[src/hw/rtl/pidc_pkg.sv]
// ---------------------------------------------------------------------------
// PID controller package
// Types and constants shared by the stages of the PID controller.
// ---------------------------------------------------------------------------
package pidc_pkg;

  typedef enum logic [1:0] {
    OP_STEP      = 2'd0,
    OP_CLEAR_ALL = 2'd1,
    OP_CLEAR_INT = 2'd2
  } op_e;

  typedef enum logic [1:0] {
    MODE_P   = 2'd0,
    MODE_PI  = 2'd1,
    MODE_PD  = 2'd2,
    MODE_PID = 2'd3
  } mode_e;

  localparam logic [2:0] REG_GAIN_P    = 3'd0;
  localparam logic [2:0] REG_GAIN_I    = 3'd1;
  localparam logic [2:0] REG_GAIN_D    = 3'd2;
  localparam logic [2:0] REG_OUT_LIM   = 3'd3;
  localparam logic [2:0] REG_INT_LIM   = 3'd4;
  localparam logic [2:0] REG_DEAD_BAND = 3'd5;
  localparam logic [2:0] REG_MODE      = 3'd6;

  localparam logic [14:0] OUT_LIM_RESET = 15'h7FFF;
  // ceil(2^35 / 10): x / 10 == (x * RECIP_TEN) >> 35 for any 32-bit x.
  localparam logic [31:0] RECIP_TEN     = 32'hCCCC_CCCD;

  typedef struct packed {
    logic [15:0] gain_p;
    logic [15:0] gain_i;
    logic [15:0] gain_d;
    logic [14:0] out_limit;
    logic [30:0] integral_limit;
    logic [27:0] inc_limit;
    logic [15:0] dead_band;
    mode_e       term_mode;
  } cfg_t;

  typedef struct packed {
    op_e                op;
    logic signed [16:0] err;
    logic signed [17:0] derr;
  } err_stage_t;

  typedef struct packed {
    op_e                op;
    logic signed [25:0] p;
    logic signed [25:0] inc;
    logic signed [26:0] d;
  } term_stage_t;

  typedef struct packed {
    logic signed [25:0] p;
    logic signed [31:0] integ;
    logic signed [26:0] d;
  } int_stage_t;

endpackage

[src/hw/rtl/pidc_error.sv]
// ---------------------------------------------------------------------------
// PID controller error stage
// Forms the dead-banded error and its change from the previous error.
// ---------------------------------------------------------------------------
module pidc_error import pidc_pkg::*; (
  input  logic               clk,
  input  logic               rst_n,
  input  logic               up_valid,
  output logic               up_ready,
  input  op_e                up_op,
  input  logic signed [15:0] up_setpoint,
  input  logic signed [15:0] up_measured,
  input  logic [15:0]        dead_band,
  output logic               dn_valid,
  input  logic               dn_ready,
  output err_stage_t         dn_data
);

  logic               valid_r;
  err_stage_t         data_r, data_nxt;
  logic signed [16:0] prev_err_r;
  logic signed [17:0] diff, db;
  logic signed [16:0] err;
  logic               load, known_op;

  assign up_ready = !valid_r || dn_ready;
  assign load     = up_valid && up_ready;
  assign known_op = (up_op == OP_STEP) || (up_op == OP_CLEAR_ALL) || (up_op == OP_CLEAR_INT);

  always_comb begin
    diff = 18'(up_setpoint) - 18'(up_measured);
    db   = $signed({2'b00, dead_band});
    if (diff > db) begin
      err = 17'(diff - db);
    end else if (diff < -db) begin
      err = 17'(diff + db);
    end else begin
      err = '0;
    end
    data_nxt.op   = up_op;
    data_nxt.err  = err;
    data_nxt.derr = 18'(err) - 18'(prev_err_r);
  end

  always_ff @(posedge clk) begin
    if (!rst_n) begin
      valid_r    <= 1'b0;
      prev_err_r <= '0;
    end else begin
      if (load) begin
        valid_r <= known_op;
      end else if (dn_ready) begin
        valid_r <= 1'b0;
      end
      if (load && up_op == OP_STEP) begin
        prev_err_r <= err;
      end else if (load && up_op == OP_CLEAR_ALL) begin
        prev_err_r <= '0;
      end
    end
  end

  always_ff @(posedge clk) begin
    if (load) begin
      data_r <= data_nxt;
    end
  end

  assign dn_valid = valid_r;
  assign dn_data  = data_r;

endmodule

[config.mk]
export PLATFORM = sky130hd
export DESIGN_NAME = pidc_error
export DESIGN_NICKNAME = d
export VERILOG_FILES = /design/src/hw/rtl/pidc_pkg.sv /design/src/hw/rtl/pidc_error.sv
export SDC_FILE = /design/constraint.sdc
export NUM_CORES = 1
export LEC_CHECK = 0
export CORE_ASPECT_RATIO = 1.75
export CORE_MARGIN = 2
export CORE_UTILIZATION = 54
export DETAILED_ROUTE_END_ITERATION = 10
export DONT_BUFFER_PORTS = 1
export PLACE_DENSITY = 0.69
export SETUP_SLACK_MARGIN = 0.4
export SYNTH_ARGS = -nofsm -noshare
export SYNTH_HDL_FRONTEND = slang
export SYNTH_SLANG_ARGS = --single-unit
[constraint.sdc]
create_clock -name clk -period 21.7 [get_ports clk]
set_input_delay 4.34 -clock clk [delete_from_list [all_inputs] [get_ports clk]]
set_output_delay 4.34 -clock clk [all_outputs]
set_load 0.1 [all_outputs]
# Word-level counts from Yosys, hierarchy flattened
# Cells that the tools add are included.
# W data, S select, Z words.
# word_totals
regBits	55
inputBits	54
out_inout_bits	39
wordCells	30
# classes
addsub	5
n_lt_le_gt_ge	2
eq_ne	2
n_mux	6
reduce_logical	10
# op_table
op	n
$mux W17	4
$lt A17 B18 Y1	1
$neg A16 Y18	1
$sub A17 B17 Y18	1
$add A17 B17 Y17	1
$gt A17 B17 Y1	1
$sub A16 B16 Y17	1
$sub A17 B17 Y17	1
$reduce_bool A2 Y1	2
$logic_and A1 B1 Y1	3
$logic_or A1 B1 Y1	3
$eq A2 B1 Y1 const B	1
$eq A2 B2 Y1 const B	1
$logic_not A2 Y1	1
$mux W1	2
$logic_not A1 Y1	1

# Longest topological paths before layout
# depth
ltp_word	6
ltp_mapped	33
mapped_depth_nobuf	31

# Least setup slack after synthesis
# No wires, ideal clock.
# synth_path
kind	input-to-reg
start	in up_setpoint[0]
end	reg data_r (netlist bit dn_data[16]), data pin
setup_ns	0.134
arrival_time_ns	10.069
t_required_ns	21.566
setup_slack_ns	11.497
cell_stages	31
path_buffers	1
cell_sequence	inv_1 > ha_1 > inv_1 > fa_1 > a211oi_1 > o211a_1 > o21bai_1 > a21o_1 > a211oi_1 > o21bai_1 > a21oi_1 > xnor2_1 > ha_1 > and4_1 > nand2_1 > o211ai_1 > a21oi_1 > nand2_1 > clkbuf_1 > a21oi_1 > inv_1 > ha_1 > fa_1 > nor2b_1 > o31a_1 > o211ai_1 > a21oi_1 > nor3_1 > or3_1 > a211o_1 > nand3_1
# synth_lines
element	line	text
start: declaration	pidc_error.sv:11	input logic signed [15:0] up_setpoint,
end signal: assignment	pidc_error.sv:65	data_r <= data_nxt;
end: declaration	pidc_error.sv:20	err_stage_t data_r, data_nxt;

==> flow_metrics.env <==
export IMPL_synth_area_um2=6166
export IMPL_cts_resized=0
export IMPL_crit_fanout=19
export IMPL_synth_edff_count=37
export IMPL_cp_required_ns=21.74
export IMPL_synth_top_area_cell="edfxtp_1"
export IMPL_crit_path_frequent_cell="a21oi_1"
export IMPL_cts_tree="done"
export IMPL_power_per_cell_area_nw_per_um2=132.3
export IMPL_grt_usage_pct=25.27
export IMPL_ys_async_sr_fraction_pct=0
export IMPL_crit_type="input port to flip-flop"
export IMPL_htree_levels=2
export IMPL_worst_pin_slew_ns=1.176
export IMPL_drtIter0Drc=284
export IMPL_cts_buffer_depth=2
export IMPL_vias=5438
export IMPL_rsz0062_at_grt="no"
export IMPL_hpwl_um=13190
export IMPL_syn_inst=731
export IMPL_core_um2=11100
export IMPL_cts_root_buf="clkbuf_16"
export IMPL_avgViaCountPerCell=6.383
export IMPL_final_cell_count_no_fill=852
export IMPL_die_w_um=84.78
export IMPL_gp_congestion=0.9610
export IMPL_layout_min_cycle_time_ns=11.35
export IMPL_use_met3_pct=2.552
export IMPL_die_h_um=145.4
export IMPL_pre_cts_ws_ns=10.11
export IMPL_synthFlopType="edfxtp_1"
export IMPL_antenna_left=0
export IMPL_synth_seq_cells=55
export IMPL_ir_drop_mv=0.1425
export IMPL_io_pins=93
export IMPL_ys_seq_area_share_pct=23.86
export IMPL_numCtsBuffers=5
export IMPL_wl_um=15980
export IMPL_power_w=0.0008449
export IMPL_placed_cell_area_um2=6250
export IMPL_max_stage_delay_ns=0.58
export IMPL_most_common_layout_cells="ha_1, inv_1, a21oi_1, nor2_1, edfxtp_1"
export IMPL_clock_sinks=55
export IMPL_drv_cap=0
export IMPL_postLayoutCellArea_um2=6387
export IMPL_setup_ws_ns=10.35
export IMPL_route_detailed_drc=0
export IMPL_setup_viol=0
export IMPL_post_cts_repair_setup_buffers=0
export IMPL_final_common_cell="ha_1"
export IMPL_worstSetupEndpointType="flip-flop"
export IMPL_crit_slowest_cell="nand2_1"
export IMPL_ys_warn_count=0
export IMPL_insertion_delay_ns=0.29
export IMPL_fin_setup_tns_ns=0
export IMPL_firstDrtPassIters=5
export IMPL_row_count=51
export IMPL_antenna_found_initial=0
export IMPL_grt_pass1_wl_um=25630
export IMPL_grt_busiest_layer="met2"
export IMPL_skew_ns=0.005631
export IMPL_dp_cells=844
export IMPL_synth_area_leaders="edfxtp_1, ha_1, dfxtp_1"
export IMPL_finalCritPeriodShare_pct=52.33
export IMPL_ys_types=72
export IMPL_fillerInstances=1039
export IMPL_dieArea_um2=12320
export IMPL_crit_path_start_kind="input port"
export IMPL_max_clock_freq_mhz=88.07
export IMPL_path_clk_slew_ns=0.06
export IMPL_min_path_type="flip-flop to flip-flop"
export IMPL_final_nets=861
export IMPL_start_util_pct=55.53
export IMPL_power_leakage_nw=2.763
export IMPL_cp_arrival_ns=11.40
export IMPL_multi_input_comb_area_um2=4275
export IMPL_synth_top_area_share_pct=18.02
export IMPL_maxSlewHeadroom_pct=20.55
export IMPL_grt_ovfl_total=0
export IMPL_grt_pass1_vias=5464
export IMPL_layout_drive_gt1_share_pct=4.167
export IMPL_seq_area_um2=1471
export IMPL_grt_max_degree=29
export IMPL_portBuffers=0
export IMPL_maxSlewViolCount=0
export IMPL_synth_nets=873
export IMPL_run_status="completed"
export IMPL_postCtsHoldBufs=0
export IMPL_wl_per_cell_um=18.76
export IMPL_syn_to_final_growth_pct=3.592
export IMPL_use_met2_pct=49.65
export IMPL_met1_usage_pct=25.15
export IMPL_hold_viol=0
export IMPL_syn_area_per_cell_um2=8.435
export IMPL_diodes=0
-- final cells by class --
type                       instances  share of cell area [%]
inverter                          82                   4.819
timing repair buffer               4                  0.4701
sequential                        55                   23.04
multi-input combinational        571                   66.93
clock inverter                     1                 0.07835
clock buffer                       7                   2.076
tap                              132                   2.586
-- cells in the mapped netlist (5+ instances only) --
library cell / number
a211o_1: 8
a211oi_1: 17
a21o_1: 18
a21oi_1: 63
a221o_1: 8
a22o_1: 12
a31oi_1: 9
and3_1: 15
buf_2: 5
clkbuf_1: 14
dfxtp_1: 18
edfxtp_1: 37
ha_1: 84
inv_1: 82
nand2_1: 35
nand2b_1: 12
nand3_1: 24
nand4_1: 7
nor2_1: 43
nor2b_1: 11
nor3_1: 23
nor4_1: 5
o211ai_1: 11
o21a_1: 8
o21ai_0: 14
o21bai_1: 7
o221ai_1: 9
o31ai_1: 5
or3_1: 8
xnor2_1: 36
xor2_1: 7
-- per-stage QoR --
stage | hold WS, ns | util, %
final | 0.4647 | 57.53
after global routing | 0.4920 | 57.53
after CTS | 0.4663 | 57.53
after detailed placement | 0.4447 | 56.29
after global placement | 0.4358 | 56.29
after floorplan | 0.4254 | -
-- final timing paths --
check                                     from              to  slack (ns)  cells past startpoint
worst max-delay path            up_setpoint[0]     dn_data[14]       10.35                     30
worst min-delay path             prev_err_r[5]   prev_err_r[5]        0.46                      2
worst max register to register        dn_valid  prev_err_r[11]       17.92                      6
worst min register to register   prev_err_r[5]   prev_err_r[5]        0.46                      2
-- report_power, final --
| group | leakage [nW] | total [W] | switching, W | internal (W) |
|---|---|---|---|---|
| Combinational | 2.18 | 0.000416 | 0.000246 | 0.000171 |
| Clock | 0.0679 | 0.0000756 | 0.0000329 | 0.0000427 |
| Sequential | 0.512 | 0.000353 | 0.000187 | 0.000166 |
| Total | 2.76 | 0.000845 | 0.000466 | 0.000379 |
-- worst max-delay path: cells and delay by family --
family / cells / cell delay, ns
AO/OA/AOI/OAI: 17 / 3.91
AND/OR/NAND/NOR: 5 / 1.53
adder cells (fa/ha/maj): 4 / 1.19
XOR/XNOR: 2 / 0.31
buffers and inverters: 2 / 0.10
-- kinds of logic (layout without fill, tap and decap cells) --
| family | Yosys count | after routing | share of synthesized area, % |
|---|---|---|---|
| adders and majority gates | 88 | 88 | 18.34 |
| muxes | 5 | 5 | 0.8725 |
| DFF | 55 | 55 | 23.86 |
| AOI/OAI and AO/OA | 227 | 227 | 26.06 |
| buffers and inverters | 105 | 94 | 6.798 |
| xor gates and xnor gates | 43 | 43 | 6.108 |
| and+or+nand+nor | 208 | 208 | 17.96 |
-- routing by layer --
| layer | routed length, µm | share of wire, % |
|---|---|---|
| met5 | 0 | 0 |
| met4 | 750 | 4.7 |
| met3 | 526 | 3.3 |
| met2 | 8809 | 55 |
| met1 | 5898 | 37 |
-- registers in the layout (all words and copies together) (netlist names) --
| signal | flops |
|---|---|
| dn_data | 37 |
| prev_err_r | 17 |
| dn_valid | 1 |
No activity file was read; power rests on OpenSTA's default activity.
