## config.mk

```make
export PLATFORM = sky130hd
export DESIGN_NAME = pidc_integral
export DESIGN_NICKNAME = d
export VERILOG_FILES = /design/src/hw/rtl/pidc_pkg.sv /design/src/hw/rtl/pidc_integral.sv
export SDC_FILE = /design/constraint.sdc
export NUM_CORES = 1
export LEC_CHECK = 0
export BUFFER_PORTS_ARGS = -buffer_cell sky130_fd_sc_hd__buf_4
export CELL_PAD_IN_SITES_DETAIL_PLACEMENT = 1
export CELL_PAD_IN_SITES_GLOBAL_PLACEMENT = 2
export CORE_UTILIZATION = 32
export CTS_CLUSTER_SIZE = 8
export DETAILED_ROUTE_END_ITERATION = 8
export GPL_ROUTABILITY_DRIVEN = 0
export GPL_TIMING_DRIVEN = 0
export PLACE_DENSITY = 0.91
export SLEW_MARGIN = 20
export SYNTH_ARGS = -nofsm -noshare
export SYNTH_HDL_FRONTEND = slang
export SYNTH_SLANG_ARGS = --single-unit
```

## constraint.sdc

```tcl
create_clock -name clk -period 11.2 [get_ports clk]
set_input_delay 1.12 -clock clk [delete_from_list [all_inputs] [get_ports clk]]
set_output_delay 1.12 -clock clk [all_outputs]
set_load 0.05 [all_outputs]
```

## src/hw/rtl/pidc_pkg.sv

```systemverilog
// ---------------------------------------------------------------------------
// PID controller package
// Types and constants shared by the stages of the PID controller.
// ---------------------------------------------------------------------------
package pidc_pkg;

  typedef enum logic [1:0] {
    OP_STEP      = 2'd0,
    OP_CLEAR_ALL = 2'd1,
    OP_CLEAR_INT = 2'd2
  } op_e;

  typedef enum logic [1:0] {
    MODE_P   = 2'd0,
    MODE_PI  = 2'd1,
    MODE_PD  = 2'd2,
    MODE_PID = 2'd3
  } mode_e;

  localparam logic [2:0] REG_GAIN_P    = 3'd0;
  localparam logic [2:0] REG_GAIN_I    = 3'd1;
  localparam logic [2:0] REG_GAIN_D    = 3'd2;
  localparam logic [2:0] REG_OUT_LIM   = 3'd3;
  localparam logic [2:0] REG_INT_LIM   = 3'd4;
  localparam logic [2:0] REG_DEAD_BAND = 3'd5;
  localparam logic [2:0] REG_MODE      = 3'd6;

  localparam logic [14:0] OUT_LIM_RESET = 15'h7FFF;
  // ceil(2^35 / 10): x / 10 == (x * RECIP_TEN) >> 35 for any 32-bit x.
  localparam logic [31:0] RECIP_TEN     = 32'hCCCC_CCCD;

  typedef struct packed {
    logic [15:0] gain_p;
    logic [15:0] gain_i;
    logic [15:0] gain_d;
    logic [14:0] out_limit;
    logic [30:0] integral_limit;
    logic [27:0] inc_limit;
    logic [15:0] dead_band;
    mode_e       term_mode;
  } cfg_t;

  typedef struct packed {
    op_e                op;
    logic signed [16:0] err;
    logic signed [17:0] derr;
  } err_stage_t;

  typedef struct packed {
    op_e                op;
    logic signed [25:0] p;
    logic signed [25:0] inc;
    logic signed [26:0] d;
  } term_stage_t;

  typedef struct packed {
    logic signed [25:0] p;
    logic signed [31:0] integ;
    logic signed [26:0] d;
  } int_stage_t;

endpackage

```

## src/hw/rtl/pidc_integral.sv

```systemverilog
// ---------------------------------------------------------------------------
// PID controller integral stage
// Clamps the increment, accumulates and clamps the integral (held at zero
// while the integral gain is zero), and carries out the clear requests.
// ---------------------------------------------------------------------------
module pidc_integral import pidc_pkg::*; (
  input  logic        clk,
  input  logic        rst_n,
  input  logic        up_valid,
  output logic        up_ready,
  input  term_stage_t up_data,
  input  cfg_t        cfg,
  output logic        dn_valid,
  input  logic        dn_ready,
  output int_stage_t  dn_data
);

  logic               valid_r, load;
  int_stage_t         data_r, data_nxt;
  logic signed [31:0] isum_r, isum_nxt;
  logic signed [29:0] inc_lim, inc_c;
  logic signed [32:0] acc, int_lim;

  assign up_ready = !valid_r || dn_ready;
  assign load     = up_valid && up_ready;

  always_comb begin
    inc_lim = $signed({2'b00, cfg.inc_limit});
    if (30'(up_data.inc) > inc_lim) begin
      inc_c = inc_lim;
    end else if (30'(up_data.inc) < -inc_lim) begin
      inc_c = -inc_lim;
    end else begin
      inc_c = 30'(up_data.inc);
    end
    acc     = 33'(isum_r) + 33'(inc_c);
    int_lim = $signed({2'b00, cfg.integral_limit});
    if (cfg.gain_i == 16'd0) begin
      isum_nxt = '0;
    end else if (acc > int_lim) begin
      isum_nxt = 32'(int_lim);
    end else if (acc < -int_lim) begin
      isum_nxt = 32'(-int_lim);
    end else begin
      isum_nxt = 32'(acc);
    end
    data_nxt.p     = up_data.p;
    data_nxt.integ = isum_nxt;
    data_nxt.d     = up_data.d;
  end

  always_ff @(posedge clk) begin
    if (!rst_n) begin
      valid_r <= 1'b0;
      isum_r  <= '0;
    end else begin
      if (load) begin
        valid_r <= (up_data.op == OP_STEP);
        if (up_data.op == OP_STEP) begin
          isum_r <= isum_nxt;
        end else begin
          isum_r <= '0;
        end
      end else if (dn_ready) begin
        valid_r <= 1'b0;
      end
    end
  end

  always_ff @(posedge clk) begin
    if (load) begin
      data_r <= data_nxt;
    end
  end

  assign dn_valid = valid_r;
  assign dn_data  = data_r;

endmodule

```

Word level (Yosys, flattened, before mapping)
Cells that the tools add are included.
{ "totals": {"out_inout_bits": 87, "elab_cells": 26, "latchBits": 0, "rom_bits": 0, "reg_bits": 118, "mem_bits_rw": 0, "inputBits": 225, "n_memories": 0} }
{ "op_classes": {"bitwise_logic": 0, "n_shift": 0, "mux": 8, "magnitude_cmp": 4, "n_div": 0, "multipliers": 0, "n_reduce_logical": 6, "eq_ne": 0, "n_addsub": 3} }
{ "ops": {"columns": ["cell", "count"], "rows": [
  ["32-bit 2-to-1 mux", 4],
  ["30-bit 2-to-1 mux", 2],
  ["32-bit by 30-bit adder with 33-bit output", 1],
  ["33-bit by 32-bit > comparator with 1-bit output", 1],
  ["33-bit less-than comparator", 1],
  ["31-bit negation with 33-bit output", 1],
  ["26-bit by 30-bit less-than comparator with 1-bit output", 1],
  ["28-bit negation with 30-bit output", 1],
  ["26-bit by 29-bit > comparator with 1-bit output", 1],
  ["16-bit zero test", 1],
  ["2-bit zero test", 1],
  ["1-bit 2-to-1 mux", 2],
  ["2-bit nonzero test", 1],
  ["1-bit logical AND", 1],
  ["1-bit zero test", 1],
  ["1-bit logical OR", 1]
]} }

Depth between registers and ports, before layout
{ "logic_depth": {"word_depth": 10, "ltp_mapped": 45, "depth_no_buf": 40} }

Worst setup path before layout
Ideal clock, no wire load.
{ "synth_path": {"path_type": "input port to flip-flop", "startpoint": "in cfg[18] (netlist name)", "endpoint": "reg data_r, in the netlist dn_data[39], data pin", "cell_stages": 41, "t_required_ps": 10934, "arrival_ps": 9332, "path_buffers": 3, "path_slack_ps": 1602, "setup_time_ps": 266, "path_cell_list": "inv_1 -> ha_1 -> or3b_1 -> nor3_2 -> nand4_1 -> nor3_1 -> nand2_1 -> nor2_1 -> nand2_1 -> xnor2_1 -> ha_1 -> a21o_1 -> a21o_1 -> a21o_1 -> a21oi_1 -> o21ai_0 -> nor3_2 -> buf_2 -> [5 not listed] -> or4_1 -> o2111ai_1 -> a41oi_1 -> o31ai_1 -> a21oi_1 -> xnor2_1 -> ha_1 -> a2111oi_0 -> o21ai_0 -> a211oi_1 -> nor2_1 -> nand2_1 -> o21ai_1 -> or2_1 -> buf_4 -> and2_1 -> o31a_1 -> nor2b_1"} }
{ "synth_via": {"elab_chain_cells": 9, "elab_cells_between_ends": 11, "cone_classes": "2 x add/sub; 4 x order compare; 5 x mux"} }
{ "synth_lines": {"columns": ["element", "line_no", "source"], "rows": [
  ["start, declared", "pidc_integral.sv:12", "input cfg_t cfg,"],
  ["28-bit negation with 30-bit output", "pidc_integral.sv:31, pidc_integral.sv:32", null],
  ["26-bit by 30-bit less-than comparator with 1-bit output", "pidc_integral.sv:31", "end else if (30'(up_data.inc) < -inc_lim) begin"],
  ["30-bit 2-to-1 mux", "pidc_integral.sv:31", null],
  ["30-bit 2-to-1 mux *", "pidc_integral.sv:29", "if (30'(up_data.inc) > inc_lim) begin"],
  ["32-bit by 30-bit adder with 33-bit output *", "pidc_integral.sv:36", "acc = 33'(isum_r) + 33'(inc_c);"],
  ["33-bit less-than comparator", "pidc_integral.sv:42", "end else if (acc < -int_lim) begin"],
  ["32-bit 2-to-1 mux", "pidc_integral.sv:42", null],
  ["32-bit 2-to-1 mux *", "pidc_integral.sv:40", "end else if (acc > int_lim) begin"],
  ["32-bit 2-to-1 mux *", "pidc_integral.sv:38", "if (cfg.gain_i == 16'd0) begin"],
  ["net isum_nxt[12]", "pidc_integral.sv:20", "logic signed [31:0] isum_r, isum_nxt;"],
  ["end signal, assigned", "pidc_integral.sv:72", "data_r <= data_nxt;"],
  ["end, declared", "pidc_integral.sv:19", "int_stage_t data_r, data_nxt;"]
]} }
The timed path passes the listed nets; every way through them passes the cells marked *.
A chain may end at the register's enable or synchronous reset.

Worst setup path after layout
{ "layout_path": {"startpoint": "in cfg[18] (netlist name)", "endpoint": "reg data_r, in the netlist dn_data[48], data pin"} }
The elaborated chain is that of the path after synthesis.

==> results.py <==
metrics = {
    "worst_hold_path": {
        "min_from": "isum_r[9]",
        "hold_depth": 2,
        "hold_class": "flip-flop to flip-flop",
        "hold_end": "isum_r[9]",
    },
    "detailed_routing": {
        "antenna_left": 0,
        "vias_per_cell": 5.48,
        "wl_per_cell_um": 20.2,
        "drc": 0,
        "vias": 11200,
        "drt_wl_total_mm": 41.1,
        "dr.pass1.iters": 5,
        "drtIter0Drc": 640,
    },
    "power_and_ir_drop": {
        "power.total_mw": 2.36,
        "irDropWorstVdd_uv": 124,
        "p_leak_nw": 6.42,
        "power_density_nw_per_um2": 163,
    },
    "synthesis": {
        "synth_seq_area_share_pct": 28.6,
        "synth_top_area_share_pct": 22.7,
        "syn_nets": 1675,
        "synthesis.instances": 1295,
        "ys_async_sr_fraction_pct": 0,
        "ys.flop_type": "edfxtp_1",
        "synth.distinct_cells": 86,
        "yosysTopAreaCell": "edfxtp_1",
        "syn_area_um2": 11300,
        "syn_area_per_cell_um2": 8.69,
        "synth_edf_count": 85,
        "ys_seq_elements": 118,
        "synth_area_leaders": "edfxtp_1, ha_1, dfxtp_1, xnor2_1, o21ai_0",
        "synth_warnings": 0,
    },
    "die": {
        "rows": 68,
        "initial_utilization_pct": 32.6,
        "die_width_um": 190,
        "die_h_um": 190,
        "core-area_um2": 34500,
        "die_area_um2": 35900,
        "io_pins": 312,
    },
    "clocking": {
        "cts_made_buffers": 17,
        "cts_hold_buf": 0,
        "worstSkewPairLatency_ns": 0.43,
        "cts_tree": "yes",
        "htree_levels": 4,
        "cts_buffer_depth": 2,
        "cts-root-buf": "clkbuf_16",
        "cts.sinks": 118,
        "cts.clk_slew.worst_paths_ns": 0.06,
    },
    "placement": {
        "hpwl_mm": 33.7,
        "port_buffers": 245,
    },
    "timing": {
        "fmax_mhz": 93.8,
        "clock_skew_ns": 0.00996,
        "setup-violations-final": 0,
        "worstMarginPinSlew_ns": 0.991,
        "finalHoldViolCount": 0,
        "fin_crit_sh_pct": 95.2,
        "hold_slack_ns": 0.481,
        "max_slew_margin_pct": 33.3,
        "finalMaxSlewViolations": 0,
        "setup_tns_ns": 0,
        "period_minus_slack_ns": 10.66,
    },
    "status": {
        "status": "complete, no violations",
    },
    "worst_setup_path": {
        "cp.buffers_inverters": 5,
        "reg2reg_depth": 23,
        "r2r_setup_slack_ns": 5.55,
        "startpoint_type": "primary input",
        "worstReg2RegStart": "isum_r[14]",
        "cp.required_ns": 11.35,
        "worst_setup_path_end_kind": "flip-flop",
        "slowest_stage": "or4_1",
        "arrival_ns": 10.81,
        "crit_fanout": 10,
        "reg2reg_to": "dn_data[48]",
        "crit_type": "primary input to flip-flop",
        "path_delay_family": "simple AND/OR/NAND/NOR gates",
        "max_stage_delay_ns": 0.54,
        "cp.depth": 42,
    },
    "finish": {
        "fin_nets": 1948,
        "syn_to_final_growth_pct": 28.5,
        "drive_gt1_share_pct": 22.1,
        "fillers": 4120,
        "utilization_pct": 41.8,
        "antenna_cells": 0,
    },
    "global_routing": {
        "grt_pass1_vias": 11600,
        "antenna_found_initial": 0,
        "grt_max_degree": 57,
        "grt_use_total_pct": 22.6,
        "grt_pass1_wl_mm": 63.7,
        "grt_overflow": 0,
    },
    "job": {
        "maxCapViolCount": 0,
    },
}
repair_timing:
item / CTS / global route
buffers inserted: 0 / 12
setup endpoints to repair: 64 / 64
resized for setup: 7 / 39
pin swaps: 0 / 7
cell usage in the layout (no fill, tap or decap), types with 24 or more instances in the layout:
| master | count |
|---|---|
| buf_4 | 260 |
| ha_1 | 154 |
| nand2_1 | 104 |
| o21ai_0 | 95 |
| nor2_1 | 95 |
| edfxtp_1 | 85 |
| a21oi_1 | 83 |
| inv_1 | 77 |
| xnor2_1 | 60 |
| nand3_1 | 37 |
| dfxtp_1 | 33 |
| clkbuf_1 | 28 |
| a21o_1 | 26 |
| mux2i_1 | 24 |
kinds of logic (layout without fill, tap and decap cells):
kind of cell / after synthesis / in the layout / share of synthesized area, %
compound gates: 372 / 372 / 21.8
fa+ha+maj: 155 / 155 / 17.3
mux: 26 / 26 / 2.34
flops: 118 / 118 / 28.6
buf+inv: 129 / 414 / 4.60
simple gates: 424 / 424 / 19.9
xor+xnor: 71 / 71 / 5.53
where the power goes:
group          leakage, nW  internal [mW]  switching [mW]
registers             1.10          0.556          0.0232
logic                 5.06          0.437           0.821
clock network        0.261          0.322           0.198
cells in the mapped netlist (7+ instances only):
| cell type | n |
|---|---|
| nand4_1 | 19 |
| edfxtp_1 | 85 |
| nor3_1 | 24 |
| mux2i_1 | 24 |
| a22oi_1 | 18 |
| o21ai_0 | 96 |
| inv_1 | 78 |
| a31oi_1 | 9 |
| o22a_1 | 9 |
| nand3_1 | 37 |
| nor2b_1 | 23 |
| o21a_1 | 19 |
| nor4_1 | 11 |
| and2_1 | 16 |
| and3_1 | 8 |
| a21boi_0 | 13 |
| o211ai_1 | 8 |
| nand2_1 | 104 |
| a211oi_1 | 12 |
| and2_0 | 7 |
| nand2b_1 | 18 |
| nor2_1 | 95 |
| or3_1 | 17 |
| a21oi_1 | 85 |
| dfxtp_1 | 33 |
| xnor2_1 | 63 |
| clkbuf_1 | 38 |
| o31ai_1 | 9 |
| and4_1 | 9 |
| a22o_1 | 13 |
| a21o_1 | 26 |
| xor2_1 | 8 |
| ha_1 | 154 |
| o21ai_1 | 7 |
how the worst max path moves through the flow:
stage             from           to  slack, ns
2_1_floorplan  cfg[18]  dn_data[39]       1.60
3_3_place_gp   cfg[18]  dn_data[33]      -0.67
3_5_place_dp   cfg[18]  dn_data[41]      -0.66
5_1_grt        cfg[18]  dn_data[48]     -0.007
6_report       cfg[18]  dn_data[48]       0.54
4_1_cts        cfg[18]  dn_data[38]       0.03
registers in the layout, indices dropped and copies added (netlist names):
name and cells:
dn_valid 1, isum_r 32, dn_data 85
metrics by stage:
step,instances,worst slack [ns],instance area [um2]
finish,2035,0.543,14500
global route,2035,-0.00678,14500
CTS,2027,0.0262,14300
detailed placement,1996,-0.656,13700
global placement,1995,-0.673,13700
floorplan,1295,1.60,11300
area by class of cell:
class	instances	area, um2	area share, %
multi-input cells	1048	7650	52.9
flip-flops and latches	118	3210	22.2
repair buffers	258	1960	13.5
well taps	455	569	3.94
clock buffers	20	437	3.02
inverters	79	299	2.07
plain buffers	46	223	1.54
clock inverters	11	110	0.762
routing by layer:
| layer | global-route usage (%) | wire (um) | up-vias |
|---|---|---|---|
| met2 | 38.8 | 19500 | 336 |
| li1 | - | - | 5351 |
| met1 | 29.8 | 18700 | 5424 |
| met3 | 2.54 | 2180 | 42 |
| met4 | 6.45 | 630 | 0 |
| met5 | 0 | 0 | - |
tightest hold or removal path: cells and delay by family (launching register included):
kind | cells | cell delay (ns)
compound gates | 1 | 0.05
flops | 1 | 0.32
simple gates | 1 | 0.06
Note: power is estimated with default switching activity, not from simulation.
