### src/hw/rtl/pidc_pkg.sv
// ---------------------------------------------------------------------------
// PID controller package
// Types and constants shared by the stages of the PID controller.
// ---------------------------------------------------------------------------
package pidc_pkg;

  typedef enum logic [1:0] {
    OP_STEP      = 2'd0,
    OP_CLEAR_ALL = 2'd1,
    OP_CLEAR_INT = 2'd2
  } op_e;

  typedef enum logic [1:0] {
    MODE_P   = 2'd0,
    MODE_PI  = 2'd1,
    MODE_PD  = 2'd2,
    MODE_PID = 2'd3
  } mode_e;

  localparam logic [2:0] REG_GAIN_P    = 3'd0;
  localparam logic [2:0] REG_GAIN_I    = 3'd1;
  localparam logic [2:0] REG_GAIN_D    = 3'd2;
  localparam logic [2:0] REG_OUT_LIM   = 3'd3;
  localparam logic [2:0] REG_INT_LIM   = 3'd4;
  localparam logic [2:0] REG_DEAD_BAND = 3'd5;
  localparam logic [2:0] REG_MODE      = 3'd6;

  localparam logic [14:0] OUT_LIM_RESET = 15'h7FFF;
  // ceil(2^35 / 10): x / 10 == (x * RECIP_TEN) >> 35 for any 32-bit x.
  localparam logic [31:0] RECIP_TEN     = 32'hCCCC_CCCD;

  typedef struct packed {
    logic [15:0] gain_p;
    logic [15:0] gain_i;
    logic [15:0] gain_d;
    logic [14:0] out_limit;
    logic [30:0] integral_limit;
    logic [27:0] inc_limit;
    logic [15:0] dead_band;
    mode_e       term_mode;
  } cfg_t;

  typedef struct packed {
    op_e                op;
    logic signed [16:0] err;
    logic signed [17:0] derr;
  } err_stage_t;

  typedef struct packed {
    op_e                op;
    logic signed [25:0] p;
    logic signed [25:0] inc;
    logic signed [26:0] d;
  } term_stage_t;

  typedef struct packed {
    logic signed [25:0] p;
    logic signed [31:0] integ;
    logic signed [26:0] d;
  } int_stage_t;

endpackage

### src/hw/rtl/pidc_output.sv
// ---------------------------------------------------------------------------
// PID controller output stage
// Sums the selected terms and saturates the result into the output register.
// ---------------------------------------------------------------------------
module pidc_output import pidc_pkg::*; (
  input  logic               clk,
  input  logic               rst_n,
  input  logic               up_valid,
  output logic               up_ready,
  input  int_stage_t         up_data,
  input  cfg_t               cfg,
  output logic               dn_valid,
  input  logic               dn_ready,
  output logic signed [15:0] dn_drive
);

  logic               valid_r, load;
  logic signed [15:0] drive_r, drive_nxt;
  logic signed [33:0] sum, lim;

  assign up_ready = !valid_r || dn_ready;
  assign load     = up_valid && up_ready;

  always_comb begin
    case (cfg.term_mode)
      MODE_P:  sum = 34'(up_data.p);
      MODE_PI: sum = 34'(up_data.p) + 34'(up_data.integ);
      MODE_PD: sum = 34'(up_data.p) + 34'(up_data.d);
      default: sum = 34'(up_data.p) + 34'(up_data.integ) + 34'(up_data.d);
    endcase
    lim = $signed({19'd0, cfg.out_limit});
    if (sum > lim) begin
      drive_nxt = 16'(lim);
    end else if (sum < -lim) begin
      drive_nxt = 16'(-lim);
    end else begin
      drive_nxt = 16'(sum);
    end
  end

  always_ff @(posedge clk) begin
    if (!rst_n) begin
      valid_r <= 1'b0;
    end else if (load) begin
      valid_r <= 1'b1;
    end else if (dn_ready) begin
      valid_r <= 1'b0;
    end
  end

  always_ff @(posedge clk) begin
    if (load) begin
      drive_r <= drive_nxt;
    end
  end

  assign dn_valid = valid_r;
  assign dn_drive = drive_r;

endmodule

### config.mk
export PLATFORM = sky130hd
export DESIGN_NAME = pidc_output
export DESIGN_NICKNAME = d
export VERILOG_FILES = /design/src/hw/rtl/pidc_pkg.sv /design/src/hw/rtl/pidc_output.sv
export SDC_FILE = /design/constraint.sdc
export NUM_CORES = 1
export LEC_CHECK = 0
export BUFFER_PORTS_ARGS = -buffer_cell sky130_fd_sc_hd__clkbuf_2
export CAP_MARGIN = 40
export CORE_MARGIN = 5
export CORE_UTILIZATION = 30
export CTS_CLUSTER_DIAMETER = 40
export DETAILED_ROUTE_END_ITERATION = 16
export GPL_ROUTABILITY_DRIVEN = 0
export PLACE_DENSITY_LB_ADDON = 0.3
export SYNTH_ARGS = -nofsm -noshare
export SYNTH_HDL_FRONTEND = slang
export SYNTH_SLANG_ARGS = --single-unit
### constraint.sdc
create_clock -name clk -period 6.09 [get_ports clk]
set_input_delay 0.3045 -clock clk [delete_from_list [all_inputs] [get_ports clk]]
set_output_delay 0.3045 -clock clk [all_outputs]
set_load 0.005 [all_outputs]
After elaboration in Yosys (flattened, before gate mapping) --
Index checks and enable logic that the tools add are counted.
Storage, ports and cells: bits in registers 17, word-level logic and storage cells 21, input port bits 229, output and inout bits 18
Cells by class: equality and inequality tests 2, add/subtract/negate cells 4, order comparisons 2, reductions and logical operators 5, muxes and demuxes 5
Operators by type and width (number):
- $pmux W34 S3 | 1
- $add A33 B27 Y34 | 1
- $gt A34 B16 Y1 | 1
- $lt A34 B34 Y1 | 1
- $neg A15 Y34 | 1
- $add A26 B32 Y33 | 1
- $add A26 B27 Y28 | 1
- $mux W16 | 1
- $mux W15 | 1
- $eq A2 B1 Y1 const B | 1
- $eq A2 B2 Y1 const B | 1
- $logic_not A2 Y1 | 1
- $mux W1 | 2
- $reduce_bool A2 Y1 | 1
- $logic_and A1 B1 Y1 | 1
- $logic_not A1 Y1 | 1
- $logic_or A1 B1 Y1 | 1

Depth between registers and ports, before layout --
depth in word-level cells 6, depth in mapped cells 35, gate-level depth less buffers 33

Worst setup path after synthesis --
Ideal clock, no wire load.
path kind input to register, start input port up_data[27] (netlist bit), end register drive_r[12], in the netlist dn_drive[12] (data pin), cell stages on the path 31, path buffers 2, path slack 77 ps, data arrival time 5742 ps, required time 5819 ps, library setup time 271 ps, cells stage by stage ha_1 > inv_1 > fa_1 > nand2b_1 > a21oi_1 > o211ai_1 > a21boi_0 > o21ai_0 > nor2b_1 > xnor2_1 > ha_1 > nand4_1 > a211o_1 > and2_1 > o21ai_0 > xor2_1 > mux4_2 > ha_1 > and3_1 > nand2_1 > o21ai_0 > a31oi_1 > o41ai_1 > a31oi_1 > a21oi_1 > o21ai_1 > a22o_1 > buf_2 > buf_4 > a32oi_1 > o211ai_1
On the way: longest elaborated chain between the ends 6, elaborated cells on any way between the ends 7, those cells by class add/sub (2); order compare (2); mux (3)
RTL lines:
- start, declared | line pidc_output.sv:10 | input int_stage_t up_data,
- $add A26 B32 Y33 (*) | line pidc_output.sv:27, pidc_output.sv:29
- $add A33 B27 Y34 | line pidc_output.sv:29 | default: sum = 34'(up_data.p) + 34'(up_data.integ) + 34'(up_data.d);
- $pmux W34 S3 (*) | line pidc_output.sv:25 | case (cfg.term_mode)
- $lt A34 B34 Y1 | line pidc_output.sv:34 | end else if (sum < -lim) begin
- $mux W16 | line pidc_output.sv:34
- $mux W15 (*) | line pidc_output.sv:32 | if (sum > lim) begin
- named net drive_nxt[12] | line pidc_output.sv:18 | logic signed [15:0] drive_r, drive_nxt;
- end signal, assigned | line pidc_output.sv:53 | drive_r <= drive_nxt;
- end, declared | line pidc_output.sv:18
Mark *: on every way through the listed nets, which the timed path passes. The rest lies on a longest branch. A chain may end at the register's enable or synchronous reset.

Worst setup path in the final report --
start input port up_data[39] (netlist bit), end register drive_r[7], in the netlist dn_drive[7] (data pin)
Same word-level chain as after synthesis.

==> results.cfg <==
[status]
status = finished, violations left
violations = negative setup slack

[worst_setup_path]
crit_slowest_cell = sky130_fd_sc_hd__ha_1
r2r_setup_slack_ns = 4.65
criticalPathCategory = primary input to flip-flop
path_buf_inv = 8
cell_family_contributing_the_most_delay_on_the_critical_path = compound AO/OA/AOI/OAI gates
critPathArrivalTime_ns = 6.19
start_kind = primary input
critical_path.max_fanout = 7
timing.critical_path.mode_cell = sky130_fd_sc_hd__buf_4
element_type_at_the_critical_path_end = flip-flop
timing.critical_path.slowest_cell_delay_ns = 0.37
critical_path_required_ns = 6.07

[global_route]
largest_net_degree_at_the_start_of_global_routing = 33
grtUsageTotal_pct = 18.80
initial_antenna_violation_count = 0
vias_in_the_first_global_route = 10120
grt_remaining_overflow = 0
grt_pass1_wl_mm = 49.13

[yosys]
ys_seq_elements = 17
ys_warn_count = 0
synth-edff-count = 16
synth_seq_area_share_pct = 5.974
yosys.cell_types.count = 91
asyncSetResetFlopFracSynth_pct = 0
mappedNetlistArea_sq_um = 8378
postSynthNetCount = 1490
syn_avg_cell_area_sq_um = 7.500
syn_inst = 1117
synth-main-ff-cell = sky130_fd_sc_hd__edfxtp_1

[die]
dieWidth_um = 177.1
die_area_sq_um = 31370
ios = 247
coreArea_sq_um = 27710
effective_utilization_at_floorplan_pct = 30.24
die_y_um = 177.1
core_rows = 61

[clocking]
cts.clk_slew.worst_paths_ns = 0.05
cts_hold_buf = 0
clock-sinks = 17
clock_insertion_delay_worst_skew_ns = 0.25
clock-root-buffer = sky130_fd_sc_hd__clkbuf_16
ctsLongestPathBuffers = 2
cts_inserted_buffers = 3
htree_levels = 1
tritoncts_clock_tree = done

[timing]
fin_skew_ns = 0.003889
grt_setup_unrepaired = yes
setup_ws_ns = -0.1230
slew_headroom_pct = 32.06
post-route-period-util_pct = 102.0
hold_ws_ns = 0.3009
finalSetupViolCount = 16
hold_viol_final = 0
maxSlewViolCount = 0
timing.final.crit_period_ns = 6.213
worstMarginPinSlew_ns = 1.013
max_freq_mhz = 161.0

[power_and_ir_drop]
peakVddDrop_mv = 0.06813
internal_power_w = 0.001279
switchingPower_w = 0.001033
combinationalPowerShare_pct = 87.6
p_per_cell_area_nw_per_um2 = 186.1
total_power_w = 0.002312
seq_power_share_pct = 6.7
switching_share_pct = 44.66
cellLeakagePower_nw = 5.823
power_frac_clock_pct = 5.7

[route]
viasPerCell = 5.353
wl_per_cell_um = 16.56
detailedRoute.firstPassIterationCount = 6
detail_route.wirelength_mm = 31.12
detail_route.drc_violations = 0
via_count = 10060
detail_route.iter0.violations = 465
antenna_violating_nets_post_route = 0

[hold_path]
hp-class = primary input to flip-flop

[layout]
fin_util_pct = 44.84
antennaDiodeCount = 0
layout.cells.non_filler = 1879
area_growth_pct = 48.28
num-fill-cells = 2794
design.final.nets = 1875
ratio_of_cells_with_drive_above_1_in_the_final_layout_pct = 36.71

[placement]
port_buffers = 123
placed_cells = 1833
hpwl_mm = 25.73

[run]
maxCapViolCount = 0
[placed cells by master, fill, tap and decap left out, types with 6 or more instances in the layout]
master	count
sky130_fd_sc_hd__a21oi_4	7
sky130_fd_sc_hd__buf_6	8
sky130_fd_sc_hd__inv_2	6
sky130_fd_sc_hd__o211ai_1	36
sky130_fd_sc_hd__nor2_1	99
sky130_fd_sc_hd__mux2i_1	10
sky130_fd_sc_hd__nand3_1	28
sky130_fd_sc_hd__o21ai_1	25
sky130_fd_sc_hd__a31oi_4	6
sky130_fd_sc_hd__mux4_2	16
sky130_fd_sc_hd__xnor2_1	49
sky130_fd_sc_hd__ha_1	129
sky130_fd_sc_hd__a21o_1	40
sky130_fd_sc_hd__nor4_1	7
sky130_fd_sc_hd__and2_1	7
sky130_fd_sc_hd__xor2_1	21
sky130_fd_sc_hd__a21oi_2	16
sky130_fd_sc_hd__nor3_1	21
sky130_fd_sc_hd__edfxtp_1	16
sky130_fd_sc_hd__inv_1	59
sky130_fd_sc_hd__buf_4	271
sky130_fd_sc_hd__o21a_1	17
sky130_fd_sc_hd__a21oi_1	90
sky130_fd_sc_hd__a211oi_1	16
sky130_fd_sc_hd__nand2b_1	17
sky130_fd_sc_hd__nand2_1	79
sky130_fd_sc_hd__a211o_1	6
sky130_fd_sc_hd__nand4_1	29
sky130_fd_sc_hd__clkbuf_2	119
sky130_fd_sc_hd__nor2b_1	17
sky130_fd_sc_hd__ha_4	12
sky130_fd_sc_hd__buf_12	7
sky130_fd_sc_hd__o21ai_0	30
sky130_fd_sc_hd__a31oi_1	17
sky130_fd_sc_hd__o21bai_1	6
sky130_fd_sc_hd__and3_1	14
[per-stage QoR]
step	instance area, sq um	setup slack (ns)	setup TNS [ns]
final	12420	-0.1230	-1.341
after global routing	12420	-0.4771	-6.671
after CTS	12160	-0.02907	-0.08357
after detailed placement	11220	-0.8138	-12.02
after global placement	11220	-0.7222	-10.63
after floorplan	8378	0.07723	0
[synthesized netlist by cell type, types with 4 or more instances]
cell type                   number  area share (%)
sky130_fd_sc_hd__nand4_1        29             2.2
sky130_fd_sc_hd__a311oi_1        5            0.52
sky130_fd_sc_hd__buf_2           6            0.36
sky130_fd_sc_hd__o21bai_1        6            0.54
sky130_fd_sc_hd__nor4_2          4            0.60
sky130_fd_sc_hd__a21o_1         40             3.6
sky130_fd_sc_hd__mux4_2         16             4.3
sky130_fd_sc_hd__ha_1          141              21
sky130_fd_sc_hd__clkbuf_1       17            0.76
sky130_fd_sc_hd__a32oi_1         5            0.52
sky130_fd_sc_hd__a2111oi_0       5            0.52
sky130_fd_sc_hd__nor4_1          8            0.60
sky130_fd_sc_hd__nor3_1         22             1.3
sky130_fd_sc_hd__xnor2_1        52             5.4
sky130_fd_sc_hd__o21ai_0        39             2.3
sky130_fd_sc_hd__a211o_1         6            0.63
sky130_fd_sc_hd__a21oi_1       108             6.5
sky130_fd_sc_hd__o31ai_1         5            0.45
sky130_fd_sc_hd__mux2i_1        11             1.3
sky130_fd_sc_hd__nor2b_1        19             1.4
sky130_fd_sc_hd__o22ai_1         5            0.37
sky130_fd_sc_hd__a21oi_2         5            0.52
sky130_fd_sc_hd__a31oi_1        23             1.7
sky130_fd_sc_hd__nand2b_1       18             1.3
sky130_fd_sc_hd__o21a_1         17             1.5
sky130_fd_sc_hd__nand3_1        30             1.8
sky130_fd_sc_hd__a211oi_1       19             1.7
sky130_fd_sc_hd__edfxtp_1       16             5.7
sky130_fd_sc_hd__a221o_1         5            0.60
sky130_fd_sc_hd__and3_1         14             1.0
sky130_fd_sc_hd__xor2_1         22             2.3
sky130_fd_sc_hd__o21ai_1        18             1.1
sky130_fd_sc_hd__and2_1          9            0.67
sky130_fd_sc_hd__nand2_1        81             3.6
sky130_fd_sc_hd__nor2_1        101             4.5
sky130_fd_sc_hd__or3_1           7            0.52
sky130_fd_sc_hd__o211ai_1       36             3.2
sky130_fd_sc_hd__o221ai_1        4            0.42
sky130_fd_sc_hd__inv_1          63             2.8
sky130_fd_sc_hd__buf_4           5            0.45
[worst paths after layout]
path	startpoint	end	cells past startpoint
max reg2reg	dn_valid	dn_drive[6]	2
min	rst_n	dn_valid	2
min reg2reg	dn_valid	dn_valid	2
max	up_data[39]	dn_drive[7]	33
[flip-flops by register name (all words and copies together), names as in the netlist]
register and cells:
dn_drive 16, dn_valid 1
[timing repair]
item                                    4_1_cts  5_1_grt
resized for setup                            94       41
setup buffers                                33        4
pin swaps                                    59       20
endpoints found under the setup margin       16       16
cloned                                        5        0
[layout make-up]
type                    instances  area [sq um]  share of cell area [%]
inverters                      65         244.0                   1.964
multi-input cells            1003          8099                   65.19
flip-flops and latches         17         500.5                   4.029
clock buffers                   4         78.83                  0.6345
repair buffers                412          3028                   24.37
well taps                     378         473.0                   3.807
[metal layers]
metal | global-route usage, % | share of wire [%] | vias to the layer above
li1 | - | - | 5059
met1 | 24.73 | 46 | 4694
met2 | 33.86 | 48 | 254
met3 | 0.8332 | 3.4 | 52
met4 | 4.578 | 2.5 | 0
met5 | 0 | 0 | -
[power by group through the flow]
stage	registers (W)	logic [W]	clock network (W)
finish	0.000156	0.00202	0.000132
detailed placement	0.000159	0.00173	0
floorplan	0.000160	0.00103	0
global placement	0.000158	0.00171	0
global route	0.000158	0.00221	0.000141
CTS	0.000156	0.00194	0.000137
[cells by family (layout without fill, tap and decap cells)]
kind of cell / Yosys count / count (layout) / share of synthesized area [%]
AO/OA/AOI/OAI: 393 / 393 / 31.90
AND/OR/NAND/NOR: 365 / 365 / 22.16
adder cells (fa/ha/maj): 144 / 144 / 21.77
buffers and inverters: 97 / 481 / 4.839
XOR/XNOR: 74 / 74 / 7.736
multiplexers: 27 / 27 / 5.615
flip-flops: 17 / 17 / 5.974
No activity file was read; power rests on OpenSTA's default activity.
